--- src/sv/swq_pkg.sv ---
// shared constants, codes and types for the sliding window or queue
`default_nettype none

package swq_pkg;

   localparam int DEPTH   = 64;
   localparam int DATA_W  = 32;
   localparam int VALUE_W = 32;
   localparam int OR_W    = 32;
   localparam int OCC_W   = 7;
   localparam int PTR_W   = $clog2(DEPTH);
   localparam int CNT_W   = $clog2(DEPTH + 1);

   localparam logic [PTR_W:0] SLOT_LIMIT = (PTR_W + 1)'(DEPTH);

   typedef enum logic {
      OP_PUSH = 1'b0,
      OP_POP  = 1'b1
   } op_type;

   typedef enum logic [1:0] {
      ST_DONE  = 2'd0,
      ST_FULL  = 2'd1,
      ST_EMPTY = 2'd2
   } status_type;

   typedef struct packed {
      logic push;
      logic pop_empty;
      logic pop_commit;
      logic xfer_start;
      logic xfer_issue;
      logic xfer_commit;
      logic pop_rsp;
   } swq_cmd_type;

   typedef struct packed {
      logic empty;
      logic front_empty;
      logic pos_zero;
      logic out_free;
   } swq_stat_type;

   // circular slot arithmetic, offset below DEPTH
   function automatic logic [PTR_W-1:0] wrap_slot(input logic [PTR_W-1:0] base,
                                                  input logic [PTR_W-1:0] offs);
      logic [PTR_W:0] sum;
      sum = {1'b0, base} + {1'b0, offs};
      if (sum >= SLOT_LIMIT) begin
         sum = sum - SLOT_LIMIT;
      end
      return sum[PTR_W-1:0];
   endfunction

endpackage

`default_nettype wire

--- src/sv/swq_req_if.sv ---
// request channel interface
`default_nettype none

interface swq_req_if import swq_pkg::*; ();
   logic               valid;
   logic               ready;
   logic               req_type;
   logic [VALUE_W-1:0] value;

   modport source (output valid, output req_type, output value, input ready);
   modport sink   (input valid, input req_type, input value, output ready);
endinterface

`default_nettype wire

--- src/sv/swq_rsp_if.sv ---
// response channel interface
`default_nettype none

interface swq_rsp_if import swq_pkg::*; ();
   logic             valid;
   logic             ready;
   logic [OR_W-1:0]  window_or;
   logic [OCC_W-1:0] occupancy;
   logic [1:0]       status;

   modport source (output valid, output window_or, output occupancy, output status,
                   input ready);
   modport sink   (input valid, input window_or, input occupancy, input status,
                   output ready);
endinterface

`default_nettype wire

--- src/sv/sliding_window_or_queue.sv ---
// top level of the sliding window or queue
//
//   channel    dir   payload                          transfer when
//   req_chan   in    req_type, value                  valid && ready
//   rsp_chan   out   window_or, occupancy, status     valid && ready
//
// a push, a refused push or a pop on empty gives its result in the cycle after the transfer
// a pop from a filled front segment steps through commit, front store read and result
// a pop that finds the front segment empty first walks the n back entries through the
// single read port of the value store
// synchronous reset clears the counters and the back or; the stores need no clearing
// a new request is taken in idle whenever the response register is empty or being drained
`default_nettype none

module sliding_window_or_queue import swq_pkg::*; (
   input  logic      clock,
   input  logic      reset,
   swq_req_if.sink   req_chan,
   swq_rsp_if.source rsp_chan
);

   swq_cmd_type  cmd;
   swq_stat_type stat;

   swq_ctrl u_ctrl (
      .clock     (clock),
      .reset     (reset),
      .req_valid (req_chan.valid),
      .req_type  (req_chan.req_type),
      .req_ready (req_chan.ready),
      .stat      (stat),
      .cmd       (cmd)
   );

   swq_dp u_dp (
      .clock         (clock),
      .reset         (reset),
      .push_value    (req_chan.value),
      .cmd           (cmd),
      .stat          (stat),
      .rsp_ready     (rsp_chan.ready),
      .rsp_valid     (rsp_chan.valid),
      .rsp_window_or (rsp_chan.window_or),
      .rsp_occupancy (rsp_chan.occupancy),
      .rsp_status    (rsp_chan.status)
   );

endmodule

`default_nettype wire

--- src/sv/swq_ctrl.sv ---
// controller state machine for the sliding window or queue
`default_nettype none

module swq_ctrl import swq_pkg::*; (
   input  logic         clock,
   input  logic         reset,
   input  logic         req_valid,
   input  logic         req_type,
   output logic         req_ready,
   input  swq_stat_type stat,
   output swq_cmd_type  cmd
);

   typedef enum logic [4:0] {
      S_IDLE    = 5'b00001,
      S_XFER    = 5'b00010,
      S_DRAIN   = 5'b00100,
      S_POP_RD  = 5'b01000,
      S_POP_OUT = 5'b10000
   } state_type;

   state_type state_ff;
   state_type state_in;

   always_comb begin
      state_in  = state_ff;
      req_ready = 1'b0;
      cmd       = '0;
      unique case (state_ff)
         S_IDLE: begin
            req_ready = stat.out_free;
            if (req_valid && stat.out_free) begin
               if (req_type == OP_PUSH) begin
                  cmd.push = 1'b1;
               end else if (stat.empty) begin
                  cmd.pop_empty = 1'b1;
               end else if (stat.front_empty) begin
                  cmd.xfer_start = 1'b1;
                  state_in       = S_XFER;
               end else begin
                  cmd.pop_commit = 1'b1;
                  state_in       = S_POP_RD;
               end
            end
         end
         S_XFER: begin
            cmd.xfer_issue = 1'b1;
            if (stat.pos_zero) begin
               state_in = S_DRAIN;
            end
         end
         S_DRAIN: begin
            cmd.xfer_commit = 1'b1;
            state_in        = S_POP_RD;
         end
         S_POP_RD: begin
            state_in = S_POP_OUT;
         end
         S_POP_OUT: begin
            if (stat.out_free) begin
               cmd.pop_rsp = 1'b1;
               state_in    = S_IDLE;
            end
         end
         default: begin
            state_in = S_IDLE;
         end
      endcase
   end

   always_ff @(posedge clock) begin
      if (reset) begin
         state_ff <= S_IDLE;
      end else begin
         state_ff <= state_in;
      end
   end

   a_xfer_enters_drain: assert property (@(posedge clock) disable iff (reset)
      (state_ff == S_XFER && stat.pos_zero) |=> state_ff == S_DRAIN)
      else $error("transfer loop did not reach drain");

   a_pop_reads_first: assert property (@(posedge clock) disable iff (reset)
      (cmd.pop_commit || cmd.xfer_commit) |=> state_ff == S_POP_RD)
      else $error("pop commit not followed by front read");

   a_ready_only_idle: assert property (@(posedge clock) disable iff (reset)
      (req_valid && req_ready) |-> ($past(state_in) == S_IDLE || $past(reset)
         || state_ff == S_IDLE))
      else $error("request transfer outside idle");

endmodule

`default_nettype wire

--- src/sv/swq_dp.sv ---
// datapath: value store, front or store, counters and response register
`default_nettype none

module swq_dp import swq_pkg::*; (
   input  logic               clock,
   input  logic               reset,
   input  logic [VALUE_W-1:0] push_value,
   input  swq_cmd_type        cmd,
   output swq_stat_type       stat,
   input  logic               rsp_ready,
   output logic               rsp_valid,
   output logic [OR_W-1:0]    rsp_window_or,
   output logic [OCC_W-1:0]   rsp_occupancy,
   output logic [1:0]         rsp_status
);

   logic [DATA_W-1:0] held_mem  [DEPTH];
   logic [DATA_W-1:0] front_mem [DEPTH];

   logic [PTR_W-1:0]  oldest_ff, oldest_in;
   logic [CNT_W-1:0]  total_ff, total_in;
   logic [CNT_W-1:0]  front_ff, front_in;
   logic [DATA_W-1:0] back_or_ff, back_or_in;
   logic [PTR_W-1:0]  pos_ff, pos_in;
   logic [DATA_W-1:0] acc_ff, acc_in;
   logic              wb_en_ff, wb_en_in;
   logic [PTR_W-1:0]  wb_slot_ff, wb_slot_in;
   logic [DATA_W-1:0] held_rd_ff;
   logic [DATA_W-1:0] fr_rd_ff;
   logic              rsp_valid_ff, rsp_valid_in;
   logic [DATA_W-1:0] rsp_or_ff, rsp_or_in;
   logic [CNT_W-1:0]  rsp_occ_ff, rsp_occ_in;
   status_type        rsp_status_ff, rsp_status_in;

   logic [DATA_W-1:0] value_w;
   logic [DATA_W-1:0] front_part;
   logic [DATA_W-1:0] wb_acc;
   logic [PTR_W-1:0]  tail_slot;
   logic [PTR_W-1:0]  rd_slot;
   logic [PTR_W-1:0]  next_oldest;
   logic              full;
   logic              push_write;

   assign value_w     = DATA_W'(push_value);
   assign full        = (total_ff == CNT_W'(DEPTH));
   assign push_write  = cmd.push && !full;
   assign tail_slot   = wrap_slot(oldest_ff, PTR_W'(total_ff));
   assign rd_slot     = wrap_slot(oldest_ff, pos_ff);
   assign next_oldest = wrap_slot(oldest_ff, PTR_W'(1));
   assign front_part  = (front_ff == '0) ? '0 : fr_rd_ff;
   assign wb_acc      = acc_ff | held_rd_ff;

   assign stat.empty       = (total_ff == '0);
   assign stat.front_empty = (front_ff == '0);
   assign stat.pos_zero    = (pos_ff == '0);
   assign stat.out_free    = !rsp_valid_ff || rsp_ready;

   always_comb begin
      oldest_in     = oldest_ff;
      total_in      = total_ff;
      front_in      = front_ff;
      back_or_in    = back_or_ff;
      pos_in        = pos_ff;
      acc_in        = acc_ff;
      wb_en_in      = 1'b0;
      wb_slot_in    = wb_slot_ff;
      rsp_or_in     = rsp_or_ff;
      rsp_occ_in    = rsp_occ_ff;
      rsp_status_in = rsp_status_ff;
      rsp_valid_in  = rsp_valid_ff && !rsp_ready;

      if (wb_en_ff) begin
         acc_in = wb_acc;
      end

      if (cmd.push) begin
         rsp_valid_in = 1'b1;
         if (full) begin
            rsp_or_in     = back_or_ff | front_part;
            rsp_occ_in    = total_ff;
            rsp_status_in = ST_FULL;
         end else begin
            total_in      = total_ff + CNT_W'(1);
            back_or_in    = back_or_ff | value_w;
            rsp_or_in     = back_or_ff | value_w | front_part;
            rsp_occ_in    = total_ff + CNT_W'(1);
            rsp_status_in = ST_DONE;
         end
      end

      if (cmd.pop_empty) begin
         rsp_valid_in  = 1'b1;
         rsp_or_in     = '0;
         rsp_occ_in    = '0;
         rsp_status_in = ST_EMPTY;
      end

      if (cmd.pop_commit) begin
         oldest_in = next_oldest;
         front_in  = front_ff - CNT_W'(1);
         total_in  = total_ff - CNT_W'(1);
      end

      if (cmd.xfer_start) begin
         pos_in = PTR_W'(total_ff - CNT_W'(1));
         acc_in = '0;
      end

      if (cmd.xfer_issue) begin
         pos_in     = pos_ff - PTR_W'(1);
         wb_en_in   = 1'b1;
         wb_slot_in = rd_slot;
      end

      if (cmd.xfer_commit) begin
         oldest_in  = next_oldest;
         front_in   = total_ff - CNT_W'(1);
         total_in   = total_ff - CNT_W'(1);
         back_or_in = '0;
      end

      if (cmd.pop_rsp) begin
         rsp_valid_in  = 1'b1;
         rsp_or_in     = back_or_ff | front_part;
         rsp_occ_in    = total_ff;
         rsp_status_in = ST_DONE;
      end
   end

   // value store: one write port, one read port for the transfer walk
   always_ff @(posedge clock) begin
      if (push_write) begin
         held_mem[tail_slot] <= value_w;
      end
      held_rd_ff <= held_mem[rd_slot];
   end

   // front running or store, read at the oldest slot
   always_ff @(posedge clock) begin
      if (wb_en_ff) begin
         front_mem[wb_slot_ff] <= wb_acc;
      end
      fr_rd_ff <= front_mem[oldest_ff];
   end

   always_ff @(posedge clock) begin
      if (reset) begin
         oldest_ff    <= '0;
         total_ff     <= '0;
         front_ff     <= '0;
         back_or_ff   <= '0;
         wb_en_ff     <= 1'b0;
         rsp_valid_ff <= 1'b0;
      end else begin
         oldest_ff    <= oldest_in;
         total_ff     <= total_in;
         front_ff     <= front_in;
         back_or_ff   <= back_or_in;
         wb_en_ff     <= wb_en_in;
         rsp_valid_ff <= rsp_valid_in;
      end
   end

   always_ff @(posedge clock) begin
      pos_ff        <= pos_in;
      acc_ff        <= acc_in;
      wb_slot_ff    <= wb_slot_in;
      rsp_or_ff     <= rsp_or_in;
      rsp_occ_ff    <= rsp_occ_in;
      rsp_status_ff <= rsp_status_in;
   end

   assign rsp_valid     = rsp_valid_ff;
   assign rsp_window_or = OR_W'(rsp_or_ff);
   assign rsp_occupancy = OCC_W'(rsp_occ_ff);
   assign rsp_status    = rsp_status_ff;

   a_counts_bounded: assert property (@(posedge clock) disable iff (reset)
      front_ff <= total_ff && total_ff <= CNT_W'(DEPTH))
      else $error("front or total count out of range");

   a_push_grows: assert property (@(posedge clock) disable iff (reset)
      push_write |=> total_ff == $past(total_ff) + CNT_W'(1))
      else $error("accepted push did not grow the count");

   a_drain_clears_back: assert property (@(posedge clock) disable iff (reset)
      cmd.xfer_commit |=> (back_or_ff == '0 && front_ff == total_ff))
      else $error("transfer left entries in the back segment");

   a_issue_writes_back: assert property (@(posedge clock) disable iff (reset)
      cmd.xfer_issue |=> wb_en_ff)
      else $error("transfer read without write back");

endmodule

`default_nettype wire
--- src/flat_wrapper.sv ---
// flat-port wrapper written by rule: the top's interface ports become plain ports
module sliding_window_or_queue_flat import swq_pkg::*;
  (clock, reset, req_chan_valid, req_chan_req_type, req_chan_value, req_chan_ready, rsp_chan_valid, rsp_chan_window_or, rsp_chan_occupancy, rsp_chan_status, rsp_chan_ready);
  swq_req_if req_chan_i ();
  swq_rsp_if rsp_chan_i ();
  input  logic clock;
  input  logic reset;
  input wire logic [$bits(req_chan_i.valid)-1:0] req_chan_valid;
  input wire logic [$bits(req_chan_i.req_type)-1:0] req_chan_req_type;
  input wire logic [$bits(req_chan_i.value)-1:0] req_chan_value;
  output wire logic [$bits(req_chan_i.ready)-1:0] req_chan_ready;
  output wire logic [$bits(rsp_chan_i.valid)-1:0] rsp_chan_valid;
  output wire logic [$bits(rsp_chan_i.window_or)-1:0] rsp_chan_window_or;
  output wire logic [$bits(rsp_chan_i.occupancy)-1:0] rsp_chan_occupancy;
  output wire logic [$bits(rsp_chan_i.status)-1:0] rsp_chan_status;
  input wire logic [$bits(rsp_chan_i.ready)-1:0] rsp_chan_ready;
  assign req_chan_i.valid = req_chan_valid;
  assign req_chan_i.req_type = req_chan_req_type;
  assign req_chan_i.value = req_chan_value;
  assign req_chan_ready = req_chan_i.ready;
  assign rsp_chan_valid = rsp_chan_i.valid;
  assign rsp_chan_window_or = rsp_chan_i.window_or;
  assign rsp_chan_occupancy = rsp_chan_i.occupancy;
  assign rsp_chan_status = rsp_chan_i.status;
  assign rsp_chan_i.ready = rsp_chan_ready;
  sliding_window_or_queue u_core (.clock(clock), .reset(reset), .req_chan(req_chan_i), .rsp_chan(rsp_chan_i));
endmodule
--- config.mk ---
export PLATFORM = sky130hd
export DESIGN_NAME = sliding_window_or_queue_flat
export DESIGN_NICKNAME = d
export VERILOG_FILES = /design/src/sv/swq_pkg.sv /design/src/sv/swq_req_if.sv /design/src/sv/swq_rsp_if.sv /design/src/sv/sliding_window_or_queue.sv /design/src/sv/swq_ctrl.sv /design/src/sv/swq_dp.sv /design/src/flat_wrapper.sv
export SDC_FILE = /design/constraint.sdc
export NUM_CORES = 2
export LEC_CHECK = 0
export BUFFER_PORTS_ARGS = -buffer_cell sky130_fd_sc_hd__buf_2
export CORE_MARGIN = 3
export CORE_UTILIZATION = 55
export CTS_BUF_LIST = sky130_fd_sc_hd__clkbuf_16
export DETAILED_ROUTE_END_ITERATION = 8
export GPL_ROUTABILITY_DRIVEN = 0
export PLACE_DENSITY = 0.71
export SLEW_MARGIN = 20
export SYNTH_ARGS = -nofsm -noshare
export SYNTH_HDL_FRONTEND = slang
export SYNTH_SLANG_ARGS = --single-unit
--- constraint.sdc ---
create_clock -name clock -period 6.6 [get_ports clock]
set_input_delay 1.98 -clock clock [delete_from_list [all_inputs] [get_ports clock]]
set_output_delay 1.98 -clock clock [all_outputs]
set_load 0.1 [all_outputs]
After elaboration in Yosys (flattened, before gate mapping). Memory sizes are Yosys's and may differ from the RTL's. A register that Yosys moved wholly into a read port is not among the register bits. Cells that the tools add are included.

Add/subtract/negate cells: 10. $mul: 0. Div/mod/pow operators: 0. Magnitude comparators: 3. Eq/ne operators: 11. Shifts and indexed selects: 0. Multiplexer cells: 51. Bitwise gates (word level): 5. Reduce and logical (&&, ||, !) cells: 19.

Operator list (count): 32-bit 2-to-1 mux (5); 32-bit OR (4); 7-bit 2-to-1 mux (8); 6-bit 2-to-1 mux (7); 5-bit 2-to-1 mux (5); 5-bit case mux with 5 select lines (1); 6-bit by 1-bit subtractor with 6-bit output, second input constant (4); 7-bit >= comparator, second input constant (3); 1-bit 2-to-1 mux (18); 6-bit by 6-bit adder with 7-bit output (2); 7-bit logical NOT (2); 7-bit by 1-bit subtractor with 7-bit output, second input constant (2); 4-bit 2-to-1 mux (3); 2-bit != test, second input constant (4); 6-bit by 1-bit adder with 7-bit output, second input constant (1); 7-bit by 1-bit adder with 7-bit output, second input constant (1); 7-bit == test, second input constant (1); 6-bit logical NOT (1); 2-bit 2-to-1 mux (3); 2-bit nonzero test (3); 3-bit nonzero test (2); 5-bit by 1-bit == test with 1-bit output, second input constant (1); 5-bit by 2-bit == test with 1-bit output, second input constant (1); 5-bit by 3-bit == test with 1-bit output, second input constant (1); other kinds (11) (16).

Register bits after elaboration: 144. Bits in latches: 0. Bits in writable memories: 4096. ROM bits: 0. Input bits: 37. Output and inout port bits: 43. Memories kept: 2.

Memory list: u_core.u_dp.front_mem (words 64, width 32, read ports 1, clocked after memory_dff 1, wr ports 1, RTL line swq_dp.sv:18) `logic [DATA_W-1:0] front_mem [DEPTH];`; u_core.u_dp.held_mem (words 64, width 32, read ports 1, clocked after memory_dff 1, wr ports 1, RTL line swq_dp.sv:17) `logic [DATA_W-1:0] held_mem [DEPTH];`.

Depth between registers and ports, before layout.
Depth after elaboration: 9. Gate-level depth with buffers: 10.

Hierarchy. Synthesis repeated with hierarchy kept, for this count alone.

Cells, all modules: 7354. Area, all modules: 163927.2 um^2.

Modules (own cells, without submodules): swq_dp (instances 1, cells each 7312, area each 163564.4 um^2, sequential area each 127572.4 um^2); swq_ctrl (instances 1, cells each 42, area each 362.8 um^2, sequential area each 100.1 um^2).

Least setup slack after synthesis. No wires, ideal clock.

Path type: input-to-output. From: in rsp_chan_ready. To: out req_chan_ready. Arrival time: 3287 ps. Setup slack: 1333 ps. Stages: 2. Path buffers: 0. Cells stage by stage: nor2b_1 > nor2_1.

Longest elaborated chain between the ends: 2.

RTL lines: from (decl) (RTL line flat_wrapper.sv:16) `input wire logic [$bits(rsp_chan_i.ready)-1:0] rsp_chan_ready;`; 1-bit logical OR (RTL line swq_dp.sv:56) `assign stat.out_free = !rsp_valid_ff || rsp_ready;`; 1-bit 2-to-1 mux (RTL line swq_ctrl.sv:29) `unique case (state_ff)`; to (decl) (RTL line flat_wrapper.sv:11) `output wire logic [$bits(req_chan_i.ready)-1:0] req_chan_ready;`.

No other way between the ends.

Final worst setup path. Same ends and word-level chain as after synthesis.

==> impl_results.md <==
- Syn nets: 7,486
- Power density over the cells: 330.8 mW/mm²
- Startpoint types: primary input
- Global-route wire length before repair: 596,800 µm
- Vias: 80,970
- Critical path peak fanout: 2
- Avg Cell Area, Syn: around 22 µm²
- CP required: between 4 and 5 ns
- Async S/R FF share, synth: 0%
- R2R depth: 8
- Antenna violation net count after detailed routing: 0
- Clk buf depth: 4
- Largest net degree at the start of global routing: 131
- DIE AREA: 0.3071 mm²
- Post-DR wirelength/cell: 34.45 µm
- Buffers added on ports: ~80
- Fin Clk Skew: between 0.07 and 0.08 ns
- Initial Util: between 50% and 60%
- LEAKAGE: 56.75 nW
- Post-Synthesis Cells: ~7,400
- Peak supply drop: about 0.33 mV
- Worst slack, placed: between 1 and 1.5 ns
- Via/cell ratio: about 6.7
- Flip-flop and latch area: 0.1277 mm²
- Antenna violations before repair: 23
- Most frequent cells in the layout: edfxtp_1, mux4_2, clkbuf_16
- Reg-to-Reg End: u_core.u_dp.held_rd_ff[12]
- CP arrival: ~2.7 ns
- CTS Root Cell: clkbuf_16
- Initial DRC count: 11,580
- R2R Setup Slk: 2.02 ns
- CP max stage delay: about 0.43 ns
- Hold_buf cts: 0
- Achievable clock frequency: 213.8 MHz
- Crit path depth: 4
- Yosys reg bits: ~4,300
- Fin cells: around 12,000
- Cell seen most often among critical-path stages: buf_2
- Final worst-path cycle share: ~70%
- Vias in the first global route: between 80,000 and 90,000
- Cells after DPL: ~11,000
- Die Height: around 550 µm
- TNS Setup: 0 ns
- Yosys top cell area share: between 70 and 80%
- Cell accounting for the most synthesized area: edfxtp_1
- Cell family with most CP delay: buffers and inverters
- Routed wire length: between 400,000 and 500,000 µm
- Critical-path cell list: buf_2, nor2b_1, nor2_1, buf_2
- Worst path bufs/invs: 2
- Status: completed
- Worst-margin pin slew: ~1.2 ns
- Area Growth Syn to Fin: 12.19%
- Total of warnings raised by yosys: 0
- IO Count: 80
- Cell Rows: 200
- Sequential area share after synthesis: between 70% and 80%
- Largest cells by area after synthesis: edfxtp_1, mux4_2, dfxtp_1
- GRT overflow: 0
- Postcts setup bufs: 0
- Worst-path clk slew: roughly 0.060 ns
- Final Hold Viols: 0
- Fillers: approximately 20,000
- Slew HR: 19.91%
- Setup-failing EPs final: 0
- Final Net Count: 7,830
- Post_cts resized: 0
- Htree depth: 5
- Chip Width: 554.2 µm
- Clock Latency Late Sink: roughly 0.96 ns
- Core area: 0.2980 mm²
- Top FF cell, synth: edfxtp_1
- Cell Area, Synth: 0.1653 mm²
- Multi-input gate area: 0.03643 mm²
- Setup ws final: approximately 1.9 ns
- Commonest non-fill, non-tap cell in the layout: edfxtp_1
- Worst r2r src: u_core.u_dp.oldest_ff[0]
- DRT Pass-1 Iters: 6
- HP Class: reg2reg
- Worst Setup End Kind: primary output
- Max Transition Viols Final: 0
- Number of flops mapped to enable cells by yosys: 4,147
- CTS tree: done
- Slowest cell on crit path: buf_2
- Num CTS Buffers: roughly 420
- Max-cap violation count: 0
- RSZ-0062 raised after global routing: false
- Post-route minimum period: about 4.7 ns
- Total power: ~60 mW
- WS Path Type: in2out
- Dpl hpwl: around 240,000 µm
- Synth cell types: 68
- Clock sink count: between 4,000 and 5,000
- Residual DRC count: 0
- Critical path startpoint: rsp_chan_ready
- Worst setup endpoint: req_chan_ready
- All-Layer GR Usage: a little over a quarter
- Layout cells sized above 1: between 20% and 30%
==> state kept, by name (all words and copies together) (netlist names), 2 cells and up <==
signal                     count
u_core.u_ctrl.state_ff         5
u_core.u_dp.acc_ff            32
u_core.u_dp.back_or_ff        32
u_core.u_dp.fr_rd_ff          32
u_core.u_dp.front_ff           7
u_core.u_dp.front_mem       2048
u_core.u_dp.held_mem        2048
u_core.u_dp.held_rd_ff        32
u_core.u_dp.oldest_ff          6
u_core.u_dp.pos_ff             6
u_core.u_dp.rsp_occupancy      7
u_core.u_dp.rsp_status         2
u_core.u_dp.rsp_window_or     32
u_core.u_dp.total_ff           7
u_core.u_dp.wb_slot_ff         6
==> power by group <==
group,internal [mW],switching [mW],total [mW],leakage (nW)
Sequential,32.2,0.294,32.5,38.4
Combinational,1.27,4.49,5.77,11.5
Clock,13.1,10.0,23.1,6.85
==> synth_stat cells, drive strengths merged, types with 55 or more instances <==
cell type	n
a211oi	73
dfxtp	157
buf	256
mux4	1101
and4	66
mux2	131
nand4	132
o22ai	67
nand2	67
o211ai	130
edfxtp	4147
nor2b	65
a21oi	143
clkbuf	197
nor2	270
mux2i	55
==> through the flow <==
step                hold slack, ns  utilization, %  instance area (µm²)
global placement            0.4393           57.69               171900
floorplan                   0.4293               -               165300
finish                      0.4595           62.21               185400
global route                0.4830           62.21               185400
detailed placement          0.4502           57.74               172100
CTS                         0.4648           62.19               185300
==> cell families (layout without fill, tap and decap cells) <==
family                     Yosys count  count (layout)  share of synthesized area [%]
AOI/OAI and AO/OA                  573             573                          2.379
and+or+nand+nor                    748             748                          2.423
other                                0               7                              0
muxes                             1287            1287                          16.23
adders and majority gates           18              18                         0.1454
buffers and inverters              467            1154                          1.383
DFF                               4304            4304                          77.25
xor gates and xnor gates            34              34                         0.1915
==> metal layers <==
layer	GRT usage, %	vias up	part of all wire [%]
met1	38.49	43050	38
met2	41.44	4836	47
li1	-	32280	-
met4	11.72	2	5.0
met5	0	-	0.0031
met3	5.449	799	10
==> tightest hold or removal path, stage by stage, from the launching register on <==
cell and delay (ns):
dfxtp_1 0.32, a21oi_1 0.04, nor2_1 0.06
==> worst min path at each step <==
stage                                   to                    from  depth (start not counted)
CTS                  u_core.u_dp.acc_ff[9]   u_core.u_dp.acc_ff[9]                          2
finish              u_core.u_dp.acc_ff[28]  u_core.u_dp.acc_ff[28]                          2
detailed placement   u_core.u_dp.acc_ff[9]   u_core.u_dp.acc_ff[9]                          2
global route         u_core.u_dp.acc_ff[9]   u_core.u_dp.acc_ff[9]                          2
global placement    u_core.u_dp.acc_ff[22]  u_core.u_dp.acc_ff[22]                          2
floorplan            u_core.u_dp.acc_ff[0]   u_core.u_dp.acc_ff[0]                          2
==> layout make-up <==
cell class	instances	area share (%)
flip-flops and latches	4304	68.86
inverters	14	0.02969
clock inverters	341	1.464
clock buffers	421	5.682
diodes	7	0.009447
multi-input cells	2660	19.65
well taps	3939	2.658
repair buffers	378	1.645
No activity file was read; power rests on OpenSTA's default activity.
